<file path="config.mk">
export PLATFORM = sky130hd
export DESIGN_NAME = brbm_ptrs
export DESIGN_NICKNAME = d
export VERILOG_FILES = /design/src/design/brbm_pkg.sv /design/src/design/brbm_ptrs.sv
export SDC_FILE = /design/constraint.sdc
export NUM_CORES = 1
export LEC_CHECK = 0
export BUFFER_PORTS_ARGS = -buffer_cell sky130_fd_sc_hd__buf_2
export CAP_MARGIN = 0
export CORE_MARGIN = 5
export CORE_UTILIZATION = 54
export DETAILED_ROUTE_END_ITERATION = 16
export PLACE_DENSITY_LB_ADDON = 0.2
export SYNTH_ARGS = -nofsm -noshare
export SYNTH_HDL_FRONTEND = slang
export SYNTH_SLANG_ARGS = --single-unit
</file>
<file path="constraint.sdc">
create_clock -name clock -period 4.8 [get_ports clock]
set_input_delay 0.72 -clock clock [delete_from_list [all_inputs] [get_ports clock]]
set_output_delay 0.72 -clock clock [all_outputs]
set_load 0.1 [all_outputs]
</file>
<file path="src/design/brbm_pkg.sv">
// shared types and constants for the byte ring buffer with mark
package brbm_pkg;

   localparam int DEPTH = 1024;             // ring slots, power of two
   localparam int PTR_W = $clog2(DEPTH);

   localparam int CMD_W    = 3;
   localparam int BYTE_W   = 8;
   localparam int OFF_W    = 10;
   localparam int SEL_W    = 2;
   localparam int STATUS_W = 2;
   localparam int CNT_W    = 10;

   localparam logic [CMD_W-1:0] CMD_PUSH  = 3'd0;
   localparam logic [CMD_W-1:0] CMD_POP   = 3'd1;
   localparam logic [CMD_W-1:0] CMD_MARK  = 3'd2;
   localparam logic [CMD_W-1:0] CMD_PEEK  = 3'd3;
   localparam logic [CMD_W-1:0] CMD_POKE  = 3'd4;
   localparam logic [CMD_W-1:0] CMD_CLEAR = 3'd5;

   localparam logic [SEL_W-1:0] SEL_HEAD = 2'd0;
   localparam logic [SEL_W-1:0] SEL_MARK = 2'd1;

   localparam logic [STATUS_W-1:0] ST_DONE  = 2'd0;
   localparam logic [STATUS_W-1:0] ST_FULL  = 2'd1;
   localparam logic [STATUS_W-1:0] ST_EMPTY = 2'd2;

   // control from the pointer unit to the store and result registers
   typedef struct packed {
      logic                mem_we;
      logic [PTR_W-1:0]    mem_addr;
      logic                data_sel;
      logic [STATUS_W-1:0] status;
      logic [CNT_W-1:0]    ready_count;
      logic [CNT_W-1:0]    pending_count;
      logic                is_empty;
      logic                is_full;
   } ptr_ctl_type;

endpackage

</file>
<file path="src/design/brbm_ptrs.sv">
// head, tail and mark pointers with the per-command decode
module brbm_ptrs (
   input  logic                          clock,
   input  logic                          reset,
   input  logic                          accept,
   input  logic [brbm_pkg::CMD_W-1:0]    cmd,
   input  logic [brbm_pkg::OFF_W-1:0]    offset,
   input  logic [brbm_pkg::SEL_W-1:0]    base_sel,
   output brbm_pkg::ptr_ctl_type         ctl
);
   import brbm_pkg::*;

   logic [PTR_W-1:0] wr_ff, rd_ff, mk_ff;
   logic [PTR_W-1:0] wr_in, rd_in, mk_in;
   logic [PTR_W-1:0] wr_inc, rd_inc, base, slot;
   logic [PTR_W-1:0] ready_diff, pending_diff;
   logic             full_now, empty_now;

   assign wr_inc    = wr_ff + PTR_W'(1);
   assign rd_inc    = rd_ff + PTR_W'(1);
   assign full_now  = (wr_inc == rd_ff);
   assign empty_now = (wr_ff == rd_ff);

   always_comb begin
      case (base_sel)
         SEL_HEAD: base = wr_ff;
         SEL_MARK: base = mk_ff;
         default:  base = rd_ff;
      endcase
   end

   // offset taken modulo the ring size
   assign slot = base + PTR_W'(offset);

   always_comb begin
      wr_in        = wr_ff;
      rd_in        = rd_ff;
      mk_in        = mk_ff;
      ctl.mem_we   = 1'b0;
      ctl.mem_addr = slot;
      ctl.data_sel = 1'b0;
      ctl.status   = ST_DONE;
      unique case (cmd)
         CMD_PUSH: begin
            ctl.mem_addr = wr_ff;
            if (full_now) begin
               ctl.status = ST_FULL;
            end else begin
               ctl.mem_we = 1'b1;
               wr_in      = wr_inc;
            end
         end
         CMD_POP: begin
            ctl.mem_addr = rd_ff;
            if (empty_now) begin
               ctl.status = ST_EMPTY;
            end else begin
               ctl.data_sel = 1'b1;
               rd_in        = rd_inc;
            end
         end
         CMD_MARK:  mk_in = wr_ff;
         CMD_PEEK:  ctl.data_sel = 1'b1;
         CMD_POKE:  ctl.mem_we = 1'b1;
         CMD_CLEAR: begin
            wr_in = '0;
            rd_in = '0;
            mk_in = '0;
         end
         default: ;
      endcase

      // status after the command
      ready_diff        = mk_in - rd_in;
      pending_diff      = wr_in - mk_in;
      ctl.ready_count   = CNT_W'(ready_diff);
      ctl.pending_count = CNT_W'(pending_diff);
      ctl.is_empty      = (wr_in == rd_in);
      ctl.is_full       = ((wr_in + PTR_W'(1)) == rd_in);
   end

   always_ff @(posedge clock) begin
      if (reset) begin
         wr_ff <= '0;
         rd_ff <= '0;
         mk_ff <= '0;
      end else if (accept) begin
         wr_ff <= wr_in;
         rd_ff <= rd_in;
         mk_ff <= mk_in;
      end
   end

endmodule

</file>
==> run summary <==
Status: finished, violations left
Failing checks: negative setup slack
Share of cells above drive strength 1: 0.3369
Fillcell total: 589
Cell taking the most area after synthesis: dfxtp_1
# diodes: 0
WP buf/inv: 3
Grt total ovfl: 0
Worst setup path end: ctl[11]
Top cells by area, synth: dfxtp_1 14%, ha_1 9.0%, mux2i_1 6.7%, xor2_1 6.7%, xnor2_1 6.5%
GPL Wtd Cong: 0.9066
DR WL/cell: 18.46 µm
Worst Slack Setup Final: -0.2001 ns
Reg2reg setup slack: 1.99 ns
Synth Area in Adders: 0.1039
Root Buffer: clkbuf_8
Gr usage total: 0.2797
DRT antenna net count: 0
Max-Cap Viols: 0
CP startpoint kind: flip-flop
Die H: 98.10 µm
Main flop type after synthesis: dfxtp_1
Via count: 4476
Worst Setup SP: wr_ff[3]
H-tree depth: 2
Arrival time of the worst setup path: 4.28 ns
TritonCTS buffer count: 5
Rel. slew slack: 0.3944
Period Utilization, post-route: 1.042
Peak VDD IR: 0.3443 mV
Minimum clock period: 5.000 ns
Max-slew violations: 0
PD cells: 291.6 nW/µm²
Post-synthesis simple-gate area fraction: 0.2188
Mapped Cells: 556
CP max stage cell: dfxtp_2
RSZ-0062 raised after global routing: yes
R2R depth: 11
# IOs: 54
TritonCTS clock tree: built
Min Hold Slack: 0.5221 ns
Final hold viol count: 0
Hold Path Class: reg2reg
Rows: 32
Syn-to-layout area delta: 37.10%
Drt drc: 0
Die area: 9624 µm²
Skew-Pair Late Insertion Delay: 0.28 ns
Detailed Routing Iterations Pass 1: 6
Crit. path cell count: 21
Post-synth top area share: 0.1433
DRT Wirelength: 13940 µm
Hpwl dp: 11020 µm
CTS Sinks: 30
Fin nets: 703
Largest stage delay on the critical path: 0.40 ns
Syn Nets: 607
Initial antenna violation count: 0
Via density: 5.928
Fraction of synthesized area in multiplexers: 0.08000
Initial Util: 0.5481
Worst Skew: 0.004458 ns
Max Freq: 200.0 MHz
FF-to-FF Start: wr_ff[1]
Setup Viol. Count Final: 2
Vias in the first global route: 4257
R2r endpoint: wr_ff[9]
Post-synth cell types: 71
Cell type group with the largest total delay on the critical path: compound AO/OA/AOI/OAI gates
Pin count of the biggest net entering global routing: 50
PortBufs: 53
Fraction of registers with async set/reset: 0
CP endpoint kind: output pin
EDFF count, synth: 0
Crit path cell chain: and4_2 -> nand4_1 -> xor2_1 -> nand4_1 -> buf_6 -> a211oi_4 -> nor2_2 -> a22oi_2 -> inv_1 -> ha_1 -> nor2b_4 -> o21ai_2 -> nand2b_1 -> a21o_1 -> a21o_1 -> a21o_1 -> a21o_1 -> a21o_1 -> a21oi_4 -> xnor2_4 -> buf_12
Synth Cell Area: 4192 µm²
Yosys Warn Count: 0
Compound-Gate Fraction of Synth Area: 0.2245
Critical Path RT: 4.08 ns
Post-synthesis xor/xnor area fraction: 0.1460
Combinational family with the most area after synthesis: compound AO/OA/AOI/OAI gates
Detailed Route Iter0 Violations: 371
Global-route wire length before repair: 21860 µm
Core area: 7647 µm²
Register area share after synthesis: 0.1433
Worst-case clock buffer depth: 2
Worst path most repeated cell: a21o_1
Setup TNS: -0.2711 ns
Clk pin slew, worst setup/hold paths: 0.07 ns
Die X: 98.10 µm
Syn Area/Cell: 7.539 µm²
Post-synth top cells: 63 x nor2_1, 44 x nand2_1, 37 x a21oi_1, 35 x inv_1, 32 x xor2_1
Most frequent cell after synthesis: nor2_1
Critical path class: reg2out
Worst-path maximum fanout: 6
P_leak: 0.002575 µW
Slew @ Worst Pin: 0.9083 ns
Flops & latches, synth: 30
==> report_power, final <==
group,internal (µW),switching (µW)
clock,115,104
combinational,403,779
sequential,259,15.2
==> timing repair <==
action | 4_1_cts | 5_1_grt
gates resized for setup | 13 | 22
buffers inserted | 10 | 4
setup endpoints to repair | 7 | 10
pin swaps | 16 | 5
hold buffers | 0 | 0
==> registers in the layout (all words and copies together), names as in the netlist <==
register and cells:
rd_ff 10, wr_ff 10, mk_ff 10
==> per-stage QoR <==
stage	worst slack (ns)	cell area (µm²)	instances	total power, µW	utilization
final	-0.2001	5747	755	1676	0.7515
after global routing	-0.3740	5747	755	1738	0.7515
after CTS	-0.1425	5627	752	1660	0.7358
after detailed placement	0.008956	5409	734	1428	0.7073
after global placement	0.1071	5409	734	1418	0.7073
after floorplan	-0.8669	4527	556	1109	-
==> cell usage in the layout (no fill, tap or decap), types with 6 or more instances in the layout <==
master,n
a211oi_1,22
a21o_1,13
a21oi_1,27
a21oi_2,7
a22oi_1,8
buf_12,17
buf_2,36
buf_4,73
clkbuf_8,6
dfxtp_1,23
ha_1,27
inv_1,33
mux2i_1,28
nand2_1,44
nand2b_1,6
nand3_1,13
nand4_1,7
nor2_1,58
nor3_1,9
o21ai_0,17
xnor2_1,23
xor2_1,24
==> how the worst min path moves through the flow <==
stage / from / endpoint / cells after the start / slack (ns)
after global routing: mk_ff[7] / mk_ff[7] / 2 / 0.56
after detailed placement: mk_ff[9] / mk_ff[9] / 2 / 0.52
final: mk_ff[9] / mk_ff[9] / 2 / 0.52
after floorplan: mk_ff[0] / mk_ff[0] / 2 / 0.47
after CTS: mk_ff[9] / mk_ff[9] / 2 / 0.53
after global placement: mk_ff[9] / mk_ff[9] / 2 / 0.50
==> kinds of logic (layout without fill, tap and decap cells) <==
logic type | count (synthesis) | in the layout
compound gates | 137 | 137
flops | 30 | 30
fa+ha+maj | 33 | 33
buf+inv | 75 | 172
mux | 32 | 32
simple gates | 183 | 183
xor+xnor | 66 | 66
==> routing by layer <==
layer,share of wire,track usage
met3,0.065,0.03786
met2,0.47,0.4613
met4,0.029,0.09265
met5,0,0
met1,0.44,0.3769
==> cell type report <==
class,count,area (µm²),area share
Inverter,35,135.1,0.02351
Clock buffer,6,82.58,0.01437
Multi-Input combinational cell,451,3672,0.6390
Clock inverter,2,12.51,0.002177
Timing Repair Buffer,129,1102,0.1918
Sequential cell,30,614.3,0.1069
Tap cell,102,127.6,0.02221
==> tightest hold or removal path, cell delays in order, from the launching register on <==
cell	delay, ns
dfxtp_1	0.34
nor2_1	0.09
a211oi_1	0.05
(Power assumes the default switching activity.)
